File: src/hw/rtl/bpa_pkg.sv
// ----------------------------------------------------------------------------
// bpa_pkg
// Shared constants, types and helpers of the buddy page allocator.
// ----------------------------------------------------------------------------
package bpa_pkg;

  localparam int PAGE_BITS = 12;
  localparam int TOP_ORDER = 10;
  localparam int EFF_TOP   = (TOP_ORDER < PAGE_BITS) ? TOP_ORDER : PAGE_BITS;
  localparam int NPAGES    = 1 << PAGE_BITS;
  localparam int ORDERS    = EFF_TOP + 1;

  localparam int ORD_W     = 4;
  localparam int CNT_W     = 13;
  localparam int OP_W      = 2;
  localparam int STAT_W    = 2;

  // free map: one bit per aligned block per order, orders packed upward
  localparam int POS_W     = PAGE_BITS + 1;
  localparam int WORD_W    = 64;
  localparam int BIT_W     = $clog2(WORD_W);
  localparam int ADDR_W    = POS_W - BIT_W;
  localparam int MAP_WORDS = 1 << ADDR_W;

  localparam logic [POS_W:0] SPAN = (POS_W + 1)'(2 * NPAGES);

  typedef enum logic [OP_W-1:0] {
    OP_ALLOC   = 2'd0,
    OP_FREE    = 2'd1,
    OP_ADD     = 2'd2,
    OP_RESERVE = 2'd3
  } op_t;

  typedef enum logic [STAT_W-1:0] {
    ST_OK    = 2'd0,
    ST_NOMEM = 2'd1,
    ST_BAD   = 2'd2
  } status_t;

  typedef enum logic [4:0] {
    S_IDLE,
    S_CHECK,
    S_ALLOC_INIT,
    S_SCAN_INIT,
    S_FIND_RD,
    S_FIND_CHK,
    S_NEXT_K,
    S_SPLIT,
    S_RS_LEFT,
    S_RS_RIGHT,
    S_RS_RESUME,
    S_MERGE,
    S_MERGE_RD,
    S_MERGE_CHK,
    S_AR_STEP,
    S_SET_RD,
    S_SET_WR,
    S_DONE
  } bpa_state_t;

  typedef struct packed {
    logic              rd;
    logic [ADDR_W-1:0] raddr;
    logic              wr;
    logic [ADDR_W-1:0] waddr;
    logic [WORD_W-1:0] wdata;
  } map_req_t;

  // first map position of the blocks of order k
  function automatic logic [POS_W-1:0] base_pos(input logic [ORD_W-1:0] k);
    logic [POS_W:0] part;
    begin
      part = SPAN >> k;
      return POS_W'(SPAN - part);
    end
  endfunction

  function automatic logic [BIT_W-1:0] lowest_set(input logic [WORD_W-1:0] w);
    logic [BIT_W-1:0] idx;
    begin
      idx = '0;
      for (int i = WORD_W - 1; i >= 0; i--) begin
        if (w[i]) idx = BIT_W'(i);
      end
      return idx;
    end
  endfunction

endpackage

File: src/hw/rtl/bpa_req_if.sv
// ----------------------------------------------------------------------------
// bpa_req_if
// Request channel: operation, order, first page and page count.
// ----------------------------------------------------------------------------
interface bpa_req_if import bpa_pkg::*; ();
  logic                 valid;
  logic                 ready;
  logic [OP_W-1:0]      op;
  logic [ORD_W-1:0]     order;
  logic [PAGE_BITS-1:0] page;
  logic [CNT_W-1:0]     count;

  modport source (output valid, output op, output order, output page, output count,
                  input ready);
  modport sink   (input valid, input op, input order, input page, input count,
                  output ready);
endinterface

File: src/hw/rtl/bpa_rsp_if.sv
// ----------------------------------------------------------------------------
// bpa_rsp_if
// Response channel: status and allocated page.
// ----------------------------------------------------------------------------
interface bpa_rsp_if import bpa_pkg::*; ();
  logic                 valid;
  logic                 ready;
  logic [STAT_W-1:0]    status;
  logic [PAGE_BITS-1:0] page_res;

  modport source (output valid, output status, output page_res, input ready);
  modport sink   (input valid, input status, input page_res, output ready);
endinterface

File: src/hw/rtl/bpa_ctrl.sv
// ----------------------------------------------------------------------------
// bpa_ctrl
// Sequencer: request checks, map scans, split, merge, range add and
// reserve, per-order free counts and the response register.
// ----------------------------------------------------------------------------
module bpa_ctrl import bpa_pkg::*; (
  input  logic              clk,
  input  logic              rst,
  bpa_req_if.sink           req,
  bpa_rsp_if.source         rsp,
  output map_req_t          mreq,
  input  logic [WORD_W-1:0] mdata
);

  bpa_state_t state, state_next;

  op_t                  op_r;
  logic [ORD_W-1:0]     ord_r;
  logic [PAGE_BITS-1:0] pg_r;
  logic [CNT_W-1:0]     cnt_r;
  logic [POS_W-1:0]     end_r, end_next;
  logic [POS_W-1:0]     last_r, last_next;
  logic [ORD_W-1:0]     k, k_next;
  logic [POS_W-1:0]     cur, cur_next;
  logic [POS_W-1:0]     hi, hi_next;
  logic [POS_W-1:0]     fpos, fpos_next;
  logic [POS_W-1:0]     p, p_next;
  logic [POS_W-1:0]     bpos, bpos_next;
  logic [ORD_W-1:0]     bord, bord_next;
  logic [POS_W-1:0]     ar_start, ar_start_next;
  logic [POS_W-1:0]     ar_len, ar_len_next;
  logic                 ar_second, ar_second_next;
  logic                 chk_phase, chk_phase_next;
  status_t              status_r, status_next;
  logic [PAGE_BITS-1:0] res_r, res_next;
  logic [CNT_W-1:0]     free_cnt [ORDERS];

  logic                 out_valid;
  logic [STAT_W-1:0]    out_status;
  logic [PAGE_BITS-1:0] out_page;
  logic                 out_load;

  logic                 inc_en, dec_en;
  logic [ORD_W-1:0]     inc_idx, dec_idx;

  // shared datapath terms
  logic [POS_W-1:0]  pg13, base_k, base_km1, base_ar, scan_lo, scan_hi;
  logic [ORD_W-1:0]  km1, pick, ar_k;
  logic              pick_any;
  logic              same_word, hit, bbit;
  logic [WORD_W-1:0] lmask, hmask, masked;
  logic [BIT_W-1:0]  hit_idx;
  logic [POS_W-1:0]  hit_pos, hit_page, be;
  logic [POS_W:0]    range_sum;
  logic              accept;

  assign accept    = req.valid && req.ready;
  assign req.ready = (state == S_IDLE);

  assign pg13      = {1'b0, pg_r};
  assign km1       = k - ORD_W'(1);
  assign base_k    = base_pos(k);
  assign base_km1  = base_pos(km1);
  assign scan_lo   = base_k + (pg13 >> k);
  assign scan_hi   = base_k + (last_r >> k);
  assign range_sum = {2'b00, pg_r} + {1'b0, cnt_r};
  assign be        = p + (POS_W'(1) << k);

  assign same_word = (cur[POS_W-1:BIT_W] == hi[POS_W-1:BIT_W]);
  assign lmask     = {WORD_W{1'b1}} << cur[BIT_W-1:0];
  assign hmask     = same_word ? ({WORD_W{1'b1}} >> (BIT_W'(WORD_W - 1) - hi[BIT_W-1:0]))
                               : {WORD_W{1'b1}};
  assign masked    = mdata & lmask & hmask;
  assign hit       = |masked;
  assign hit_idx   = lowest_set(masked);
  assign hit_pos   = {cur[POS_W-1:BIT_W], hit_idx};
  assign hit_page  = (hit_pos - base_k) << k;
  assign bbit      = mdata[bpos[BIT_W-1:0]];
  assign base_ar   = base_pos(ar_k);

  always_comb begin
    pick     = '0;
    pick_any = 1'b0;
    for (int i = EFF_TOP; i >= 0; i--) begin
      if (ORD_W'(i) >= ord_r && free_cnt[i] != '0) begin
        pick     = ORD_W'(i);
        pick_any = 1'b1;
      end
    end
  end

  always_comb begin
    ar_k = '0;
    for (int i = 0; i <= EFF_TOP; i++) begin
      if ((ar_start & ((POS_W'(1) << i) - POS_W'(1))) == '0 &&
          (POS_W'(1) << i) <= ar_len) ar_k = ORD_W'(i);
    end
  end

  // next state
  always_comb begin
    state_next = state;
    case (state)
      S_IDLE: begin
        if (accept) state_next = S_CHECK;
      end
      S_CHECK: begin
        case (op_r)
          OP_ALLOC: begin
            if (ord_r > ORD_W'(EFF_TOP) || !pick_any) state_next = S_DONE;
            else state_next = S_ALLOC_INIT;
          end
          OP_FREE: begin
            if (ord_r > ORD_W'(EFF_TOP) ||
                (pg13 & ((POS_W'(1) << ord_r) - POS_W'(1))) != '0) state_next = S_DONE;
            else state_next = S_SCAN_INIT;
          end
          default: begin
            if (range_sum > (POS_W + 1)'(NPAGES) || cnt_r == '0) state_next = S_DONE;
            else state_next = S_SCAN_INIT;
          end
        endcase
      end
      S_ALLOC_INIT: state_next = S_FIND_RD;
      S_SCAN_INIT:  state_next = S_FIND_RD;
      S_FIND_RD:    state_next = S_FIND_CHK;
      S_FIND_CHK: begin
        if (hit) begin
          if (chk_phase) state_next = S_DONE;
          else if (op_r == OP_ALLOC) state_next = S_SPLIT;
          else state_next = S_RS_LEFT;
        end else if (same_word) begin
          state_next = S_NEXT_K;
        end else begin
          state_next = S_FIND_RD;
        end
      end
      S_NEXT_K: begin
        if (k == ORD_W'(EFF_TOP)) begin
          if (!chk_phase) state_next = S_DONE;
          else if (op_r == OP_FREE) state_next = S_MERGE;
          else state_next = S_AR_STEP;
        end else begin
          state_next = S_SCAN_INIT;
        end
      end
      S_SPLIT: begin
        if (k > ord_r) state_next = S_SET_RD;
        else state_next = S_DONE;
      end
      S_RS_LEFT: begin
        if (p < pg13) state_next = S_AR_STEP;
        else state_next = S_RS_RIGHT;
      end
      S_RS_RIGHT: begin
        if (end_r < be) state_next = S_AR_STEP;
        else state_next = S_RS_RESUME;
      end
      S_RS_RESUME: begin
        if (fpos >= hi) state_next = S_NEXT_K;
        else state_next = S_FIND_RD;
      end
      S_MERGE: begin
        if (k < ORD_W'(EFF_TOP)) state_next = S_MERGE_RD;
        else state_next = S_SET_RD;
      end
      S_MERGE_RD: state_next = S_MERGE_CHK;
      S_MERGE_CHK: begin
        if (bbit) state_next = S_MERGE;
        else state_next = S_SET_RD;
      end
      S_AR_STEP: begin
        if (ar_len != '0) state_next = S_SET_RD;
        else if (op_r == OP_ADD) state_next = S_DONE;
        else if (!ar_second) state_next = S_RS_RIGHT;
        else state_next = S_RS_RESUME;
      end
      S_SET_RD: state_next = S_SET_WR;
      S_SET_WR: begin
        if (op_r == OP_ALLOC) state_next = S_SPLIT;
        else if (op_r == OP_FREE) state_next = S_DONE;
        else state_next = S_AR_STEP;
      end
      S_DONE: begin
        if (!out_valid || rsp.ready) state_next = S_IDLE;
      end
      default: state_next = S_IDLE;
    endcase
  end

  // datapath and map access
  always_comb begin
    end_next       = end_r;
    last_next      = last_r;
    k_next         = k;
    cur_next       = cur;
    hi_next        = hi;
    fpos_next      = fpos;
    p_next         = p;
    bpos_next      = bpos;
    bord_next      = bord;
    ar_start_next  = ar_start;
    ar_len_next    = ar_len;
    ar_second_next = ar_second;
    chk_phase_next = chk_phase;
    status_next    = status_r;
    res_next       = res_r;
    inc_en         = 1'b0;
    inc_idx        = bord;
    dec_en         = 1'b0;
    dec_idx        = k;
    out_load       = 1'b0;
    mreq           = '0;
    case (state)
      S_IDLE: begin
        status_next = ST_OK;
        res_next    = '0;
      end
      S_CHECK: begin
        k_next = '0;
        case (op_r)
          OP_ALLOC: begin
            chk_phase_next = 1'b0;
            k_next         = pick;
            if (ord_r > ORD_W'(EFF_TOP)) status_next = ST_BAD;
            else if (!pick_any) status_next = ST_NOMEM;
          end
          OP_FREE: begin
            chk_phase_next = 1'b1;
            last_next      = pg13 + (POS_W'(1) << ord_r) - POS_W'(1);
            if (ord_r > ORD_W'(EFF_TOP) ||
                (pg13 & ((POS_W'(1) << ord_r) - POS_W'(1))) != '0) status_next = ST_BAD;
          end
          default: begin
            chk_phase_next = (op_r == OP_ADD);
            end_next       = POS_W'(range_sum);
            last_next      = POS_W'(range_sum) - POS_W'(1);
            if (range_sum > (POS_W + 1)'(NPAGES)) status_next = ST_BAD;
          end
        endcase
      end
      S_ALLOC_INIT: begin
        cur_next = base_k;
        hi_next  = base_k + (POS_W'(NPAGES) >> k) - POS_W'(1);
      end
      S_SCAN_INIT: begin
        cur_next = scan_lo;
        hi_next  = scan_hi;
      end
      S_FIND_RD: begin
        mreq.rd    = 1'b1;
        mreq.raddr = cur[POS_W-1:BIT_W];
      end
      S_FIND_CHK: begin
        if (hit) begin
          if (chk_phase) begin
            status_next = ST_BAD;
          end else begin
            mreq.wr    = 1'b1;
            mreq.waddr = cur[POS_W-1:BIT_W];
            mreq.wdata = mdata & ~({{(WORD_W-1){1'b0}}, 1'b1} << hit_idx);
            dec_en     = 1'b1;
            fpos_next  = hit_pos;
            p_next     = hit_page;
            if (op_r == OP_ALLOC) res_next = hit_page[PAGE_BITS-1:0];
          end
        end else if (!same_word) begin
          cur_next = {cur[POS_W-1:BIT_W] + ADDR_W'(1), {BIT_W{1'b0}}};
        end
      end
      S_NEXT_K: begin
        if (k == ORD_W'(EFF_TOP)) begin
          chk_phase_next = 1'b0;
          k_next         = ord_r;
          p_next         = pg13;
          ar_start_next  = pg13;
          ar_len_next    = cnt_r;
        end else begin
          k_next = k + ORD_W'(1);
        end
      end
      S_SPLIT: begin
        if (k > ord_r) begin
          k_next    = km1;
          bord_next = km1;
          bpos_next = base_km1 + ((p >> km1) | POS_W'(1));
        end
      end
      S_RS_LEFT: begin
        ar_start_next  = p;
        ar_len_next    = pg13 - p;
        ar_second_next = 1'b0;
      end
      S_RS_RIGHT: begin
        ar_start_next  = end_r;
        ar_len_next    = be - end_r;
        ar_second_next = 1'b1;
      end
      S_RS_RESUME: begin
        cur_next = fpos + POS_W'(1);
      end
      S_MERGE: begin
        if (k < ORD_W'(EFF_TOP)) begin
          bpos_next = base_k + ((p >> k) ^ POS_W'(1));
        end else begin
          bpos_next = base_k + (p >> k);
          bord_next = k;
        end
      end
      S_MERGE_RD: begin
        mreq.rd    = 1'b1;
        mreq.raddr = bpos[POS_W-1:BIT_W];
      end
      S_MERGE_CHK: begin
        if (bbit) begin
          mreq.wr    = 1'b1;
          mreq.waddr = bpos[POS_W-1:BIT_W];
          mreq.wdata = mdata & ~({{(WORD_W-1){1'b0}}, 1'b1} << bpos[BIT_W-1:0]);
          dec_en     = 1'b1;
          p_next     = p & ~(POS_W'(1) << k);
          k_next     = k + ORD_W'(1);
        end else begin
          bpos_next = base_k + (p >> k);
          bord_next = k;
        end
      end
      S_AR_STEP: begin
        if (ar_len != '0) begin
          bpos_next     = base_ar + (ar_start >> ar_k);
          bord_next     = ar_k;
          ar_start_next = ar_start + (POS_W'(1) << ar_k);
          ar_len_next   = ar_len - (POS_W'(1) << ar_k);
        end
      end
      S_SET_RD: begin
        mreq.rd    = 1'b1;
        mreq.raddr = bpos[POS_W-1:BIT_W];
      end
      S_SET_WR: begin
        if (!bbit) begin
          mreq.wr    = 1'b1;
          mreq.waddr = bpos[POS_W-1:BIT_W];
          mreq.wdata = mdata | ({{(WORD_W-1){1'b0}}, 1'b1} << bpos[BIT_W-1:0]);
          inc_en     = 1'b1;
        end
      end
      S_DONE: begin
        out_load = !out_valid || rsp.ready;
      end
      default: ;
    endcase
  end

  always_ff @(posedge clk) begin
    if (rst) begin
      state     <= S_IDLE;
      out_valid <= 1'b0;
      chk_phase <= 1'b0;
      ar_second <= 1'b0;
      for (int i = 0; i < ORDERS; i++) free_cnt[i] <= '0;
    end else begin
      state     <= state_next;
      chk_phase <= chk_phase_next;
      ar_second <= ar_second_next;
      if (out_load) out_valid <= 1'b1;
      else if (rsp.ready) out_valid <= 1'b0;
      for (int i = 0; i < ORDERS; i++) begin
        if (inc_en && inc_idx == ORD_W'(i)) free_cnt[i] <= free_cnt[i] + CNT_W'(1);
        else if (dec_en && dec_idx == ORD_W'(i)) free_cnt[i] <= free_cnt[i] - CNT_W'(1);
      end
    end
  end

  always_ff @(posedge clk) begin
    if (accept) begin
      op_r  <= op_t'(req.op);
      ord_r <= req.order;
      pg_r  <= req.page;
      cnt_r <= req.count;
    end
    end_r    <= end_next;
    last_r   <= last_next;
    k        <= k_next;
    cur      <= cur_next;
    hi       <= hi_next;
    fpos     <= fpos_next;
    p        <= p_next;
    bpos     <= bpos_next;
    bord     <= bord_next;
    ar_start <= ar_start_next;
    ar_len   <= ar_len_next;
    status_r <= status_next;
    res_r    <= res_next;
    if (out_load) begin
      out_status <= status_r;
      out_page   <= res_r;
    end
  end

  assign rsp.valid    = out_valid;
  assign rsp.status   = out_status;
  assign rsp.page_res = out_page;

`ifndef SYNTHESIS
  a_rd_wr_excl: assert property (@(posedge clk) disable iff (rst)
    !(mreq.rd && mreq.wr))
    else $error("map read and write in one cycle");

  a_rd_then_use: assert property (@(posedge clk) disable iff (rst)
    mreq.rd |=> (state == S_FIND_CHK || state == S_MERGE_CHK || state == S_SET_WR))
    else $error("map read data not consumed");

  a_idle_no_write: assert property (@(posedge clk) disable iff (rst)
    (state == S_IDLE || state == S_DONE) |-> !mreq.wr)
    else $error("map written outside an operation");

  a_load_then_valid: assert property (@(posedge clk) disable iff (rst)
    out_load |=> (rsp.valid && rsp.status == $past(status_r)))
    else $error("response beat not loaded");
`endif

endmodule

File: src/flat_wrapper.sv
// flat-port wrapper written by rule: the top's interface ports become plain ports
module bpa_ctrl_flat import bpa_pkg::*;
  (clk, rst, mreq, mdata, req_valid, req_op, req_order, req_page, req_count, req_ready, rsp_valid, rsp_status, rsp_page_res, rsp_ready);
  bpa_req_if req_i ();
  bpa_rsp_if rsp_i ();
  input  logic clk;
  input  logic rst;
  output map_req_t mreq;
  input  logic [WORD_W-1:0] mdata;
  input wire logic [$bits(req_i.valid)-1:0] req_valid;
  input wire logic [$bits(req_i.op)-1:0] req_op;
  input wire logic [$bits(req_i.order)-1:0] req_order;
  input wire logic [$bits(req_i.page)-1:0] req_page;
  input wire logic [$bits(req_i.count)-1:0] req_count;
  output wire logic [$bits(req_i.ready)-1:0] req_ready;
  output wire logic [$bits(rsp_i.valid)-1:0] rsp_valid;
  output wire logic [$bits(rsp_i.status)-1:0] rsp_status;
  output wire logic [$bits(rsp_i.page_res)-1:0] rsp_page_res;
  input wire logic [$bits(rsp_i.ready)-1:0] rsp_ready;
  assign req_i.valid = req_valid;
  assign req_i.op = req_op;
  assign req_i.order = req_order;
  assign req_i.page = req_page;
  assign req_i.count = req_count;
  assign req_ready = req_i.ready;
  assign rsp_valid = rsp_i.valid;
  assign rsp_status = rsp_i.status;
  assign rsp_page_res = rsp_i.page_res;
  assign rsp_i.ready = rsp_ready;
  bpa_ctrl u_core (.clk(clk), .rst(rst), .req(req_i), .rsp(rsp_i), .mreq(mreq), .mdata(mdata));
endmodule
File: config.mk
export PLATFORM = sky130hd
export DESIGN_NAME = bpa_ctrl_flat
export DESIGN_NICKNAME = d
export VERILOG_FILES = /design/src/hw/rtl/bpa_pkg.sv /design/src/hw/rtl/bpa_req_if.sv /design/src/hw/rtl/bpa_rsp_if.sv /design/src/hw/rtl/bpa_ctrl.sv /design/src/flat_wrapper.sv
export SDC_FILE = /design/constraint.sdc
export NUM_CORES = 2
export LEC_CHECK = 0
export BUFFER_PORTS_ARGS = -buffer_cell sky130_fd_sc_hd__buf_2
export CAP_MARGIN = 20
export CORE_MARGIN = 5
export CORE_UTILIZATION = 50
export DETAILED_ROUTE_END_ITERATION = 6
export HOLD_SLACK_MARGIN = 0.08
export MAX_ROUTING_LAYER = met4
export PLACE_DENSITY = 0.78
export REMOVE_ABC_BUFFERS = 1
export SYNTH_ARGS = -nofsm -noshare
export SYNTH_HDL_FRONTEND = slang
export SYNTH_SLANG_ARGS = --single-unit
File: constraint.sdc
create_clock -name clk -period 11.55 [get_ports clk]
set_input_delay 2.31 -clock clk [delete_from_list [all_inputs] [get_ports clk]]
set_output_delay 2.31 -clock clk [all_outputs]
set_load 0.01 [all_outputs]
==> impl_metrics.env <==
export IMPL_fmax_mhz=112
export IMPL_cp_arrival_ps=6590
export IMPL_num_rows=99
export IMPL_start_util=0.503
export IMPL_utilization=0.552
export IMPL_clock_skew_ps=38.9
export IMPL_synth_top_area_cell="edfxtp_1"
export IMPL_rsz0062_at_grt="false"
export IMPL_cap_violations=0
export IMPL_timing_hold_ws_ps=423
export IMPL_routedWlPerCell_um=26.4
export IMPL_dpl_cell_area_mm2=0.0386
export IMPL_worst_setup_path_end_kind="primary output"
export IMPL_ys_seq_area_frac=0.273
export IMPL_finalCritPeriodShare=0.770
export IMPL_netlist_area_mm2=0.0365
export IMPL_cp_required_ps=9240
export IMPL_placement_io_buffers=194
export IMPL_drive_gt1_frac=0.0980
export IMPL_htreeDepth=2
export IMPL_violations="design-rule violations"
export IMPL_vias=37300
export IMPL_r2r_end="u_core.free_cnt[0][77]"
export IMPL_maxSlewHeadroom=0.173
export IMPL_cts_num_sinks=335
export IMPL_via_per_inst=6.64
export IMPL_die_area_mm2=0.0786
export IMPL_drt_iter0_drc=5277
export IMPL_ys_types=102
export IMPL_post_cts_buffers=0
export IMPL_avgSynthCellArea_um2=8.11
export IMPL_start_kind="flop"
export IMPL_status="complete, but fails checks"
export IMPL_syn_instance_count=4503
export IMPL_ff_latch_area_mm2=0.00998
export IMPL_multi_input_area_mm2=0.0246
export IMPL_grt_pass1_wl_um=218000
export IMPL_synth_top_area_frac=0.269
export IMPL_hold_viol=0
export IMPL_synth_seq_cells=335
export IMPL_cts_resized=0
export IMPL_ctsHoldBuffers=0
export IMPL_nets=5103
export IMPL_ios=195
export IMPL_syn2layout_area_growth_pct=9.76
export IMPL_setup_worst_path_class="reg2out"
export IMPL_coreArea_mm2=0.0727
export IMPL_place_hpwl_um=115000
export IMPL_r2r_setup_slack_ps=3000
export IMPL_root_buffer="clkbuf_16"
export IMPL_placed_cells=5535
export IMPL_worstSetupStartpoint="u_core.cur[11]"
export IMPL_grt_usage=0.371
export IMPL_routed_wl_um=149000
export IMPL_ant_nets=0
export IMPL_cts_tree="yes"
export IMPL_die_width_um=280
export IMPL_powerDensity_mw_per_mm2=292
export IMPL_critPathCapture="mreq[53]"
export IMPL_path_cells="xnor2_1, and3_1, buf_4, a31oi_1, nor4_1, a211oi_1, o31a_1, o311ai_0, a31o_2, a31oi_1, o21ai_1, nand2b_1, nor2_1, nor2_1, o31ai_1, nand2_1, buf_2"
export IMPL_clock_latency_ps=600
export IMPL_hp_class="reg2reg"
export IMPL_gp_congestion=1.14
export IMPL_slowest_delay_ps=770
export IMPL_cp_max_fo=19
export IMPL_slew_viol_final=0
export IMPL_first_pass_iters=7
export IMPL_async_flop_share=0
export IMPL_fin_crit_ps=8900
export IMPL_pre_cts_ws_ps=2690
export IMPL_drcViolationCount=1
export IMPL_timing_rr_start="u_core.cur[10]"
export IMPL_die_h_um=280
export IMPL_power_leakage_nw=17.1
export IMPL_ys_flop_type="edfxtp_1"
export IMPL_grt_pass1_vias=34500
export IMPL_total_power_mw=11.7
export IMPL_layout_setup_ws_ps=2650
export IMPL_tns_ps=0
export IMPL_final_cell_mix="nor2_1 (515), a21oi_1 (478), ha_1 (356)"
export IMPL_final_common_cell="nor2_1"
export IMPL_vdd_drop_max_v=0.000183
export IMPL_setup_violations=0
export IMPL_cts_buffer_depth=3
export IMPL_clk_pin_slew_worst_paths_ps=60
export IMPL_grt_ovfl_total=0
export IMPL_grt_max_degree=58
export IMPL_yosysWarnings=0
export IMPL_reg2reg_depth=32
export IMPL_fin_cells=5621
export IMPL_antenna_found_initial=8
export IMPL_finalInstanceArea_mm2=0.0401
export IMPL_synth_edf_count=327
export IMPL_fillers=6631
export IMPL_cts_inserted_buffers=41
export IMPL_ys_top_cells_by_area="edfxtp_1 (27%), ha_1 (12%), a21oi_1 (6.6%)"
export IMPL_tightest_slew_ps=1230
export IMPL_slowest_stage="and3_1"
## sequential cells by signal (all words and copies together) (netlist names), 13 cells and up
| name | flops |
|---|---|
| u_core.hi | 13 |
| u_core.p | 13 |
| u_core.last_r | 13 |
| u_core.fpos | 13 |
| u_core.cnt_r | 13 |
| u_core.end_r | 13 |
| u_core.ar_start | 13 |
| u_core.free_cnt | 143 |
| u_core.ar_len | 13 |
| u_core.bpos | 13 |
| u_core.cur | 13 |
## per-layer routing
metal | track usage | vias up | routed length, um
met5 | - | - | 0
met4 | 0.190 | 0 | 9930
met3 | 0.0891 | 514 | 18500
met2 | 0.539 | 2556 | 62100
met1 | 0.482 | 17600 | 57900
li1 | - | 16700 | -
## how the worst min path moves through the flow
| stage | start | endpoint | slack (ps) | cells after the start |
|---|---|---|---|---|
| after CTS | u_core.res_r[10] | u_core.rsp.page_res[10] | 430 | 0 |
| after global routing | u_core.res_r[8] | u_core.rsp.page_res[8] | 440 | 0 |
| final | u_core.res_r[8] | u_core.rsp.page_res[8] | 420 | 0 |
| after detailed placement | u_core.status_r[1] | u_core.rsp.status[1] | 410 | 0 |
| after global placement | u_core.res_r[5] | u_core.rsp.page_res[5] | 400 | 0 |
| after floorplan | u_core.res_r[0] | u_core.rsp.page_res[0] | 400 | 0 |
## area by class of cell
cell class,instances,share of cell area
Multi-Input combinational cell,3624,0.612
Timing Repair Buffer,275,0.0400
Clock buffer,53,0.0275
Clock inverter,20,0.00845
Tap cell,959,0.0299
Sequential cell,335,0.249
Inverter,347,0.0325
Antenna cell,8,0.000499
## cell usage after synthesis (all sizes together) (24+ instances only)
| cell | n |
|---|---|
| a22oi | 30 |
| fa | 24 |
| a31oi | 44 |
| a211oi | 32 |
| nand2 | 355 |
| buf | 41 |
| nor2 | 519 |
| nand3 | 112 |
| and3 | 33 |
| mux2i | 48 |
| nor2b | 51 |
| xor2 | 63 |
| nor4 | 39 |
| inv | 345 |
| nand4 | 31 |
| o21ai | 299 |
| o21bai | 105 |
| clkbuf | 160 |
| and2 | 43 |
| nor3 | 112 |
| or3 | 34 |
| xnor2 | 208 |
| nand2b | 61 |
| o22ai | 44 |
| o211ai | 34 |
| ha | 356 |
| a21o | 82 |
| mux4 | 34 |
| o21a | 24 |
| a21oi | 479 |
| edfxtp | 327 |
## power breakdown
| group | switching, mW | internal [mW] |
|---|---|---|
| combinational | 5.08 | 3.04 |
| clock | 0.567 | 0.839 |
| sequential | 0.367 | 1.84 |
| total | 6.01 | 5.71 |
## critical path, delay by kind of cell, from the launching register on
family	cells	cell delay (ps)
AO/OA/AOI/OAI	8	2400
XOR/XNOR	1	380
buffers and inverters	2	590
flip-flops	1	630
AND/OR/NAND/NOR	6	1970
## cell families (layout without fill, tap and decap cells)
family	Yosys count	count (layout)	synth area share
multiplexers	94	94	0.0381
buffers and inverters	548	695	0.0575
XOR/XNOR	271	271	0.0654
flip-flops	335	335	0.273
other	2	14	0.000206
AND/OR/NAND/NOR	1465	1465	0.188
AO/OA/AOI/OAI	1406	1406	0.243
adder cells (fa/ha/maj)	382	382	0.136
No activity file was read; power rests on OpenSTA's default activity.
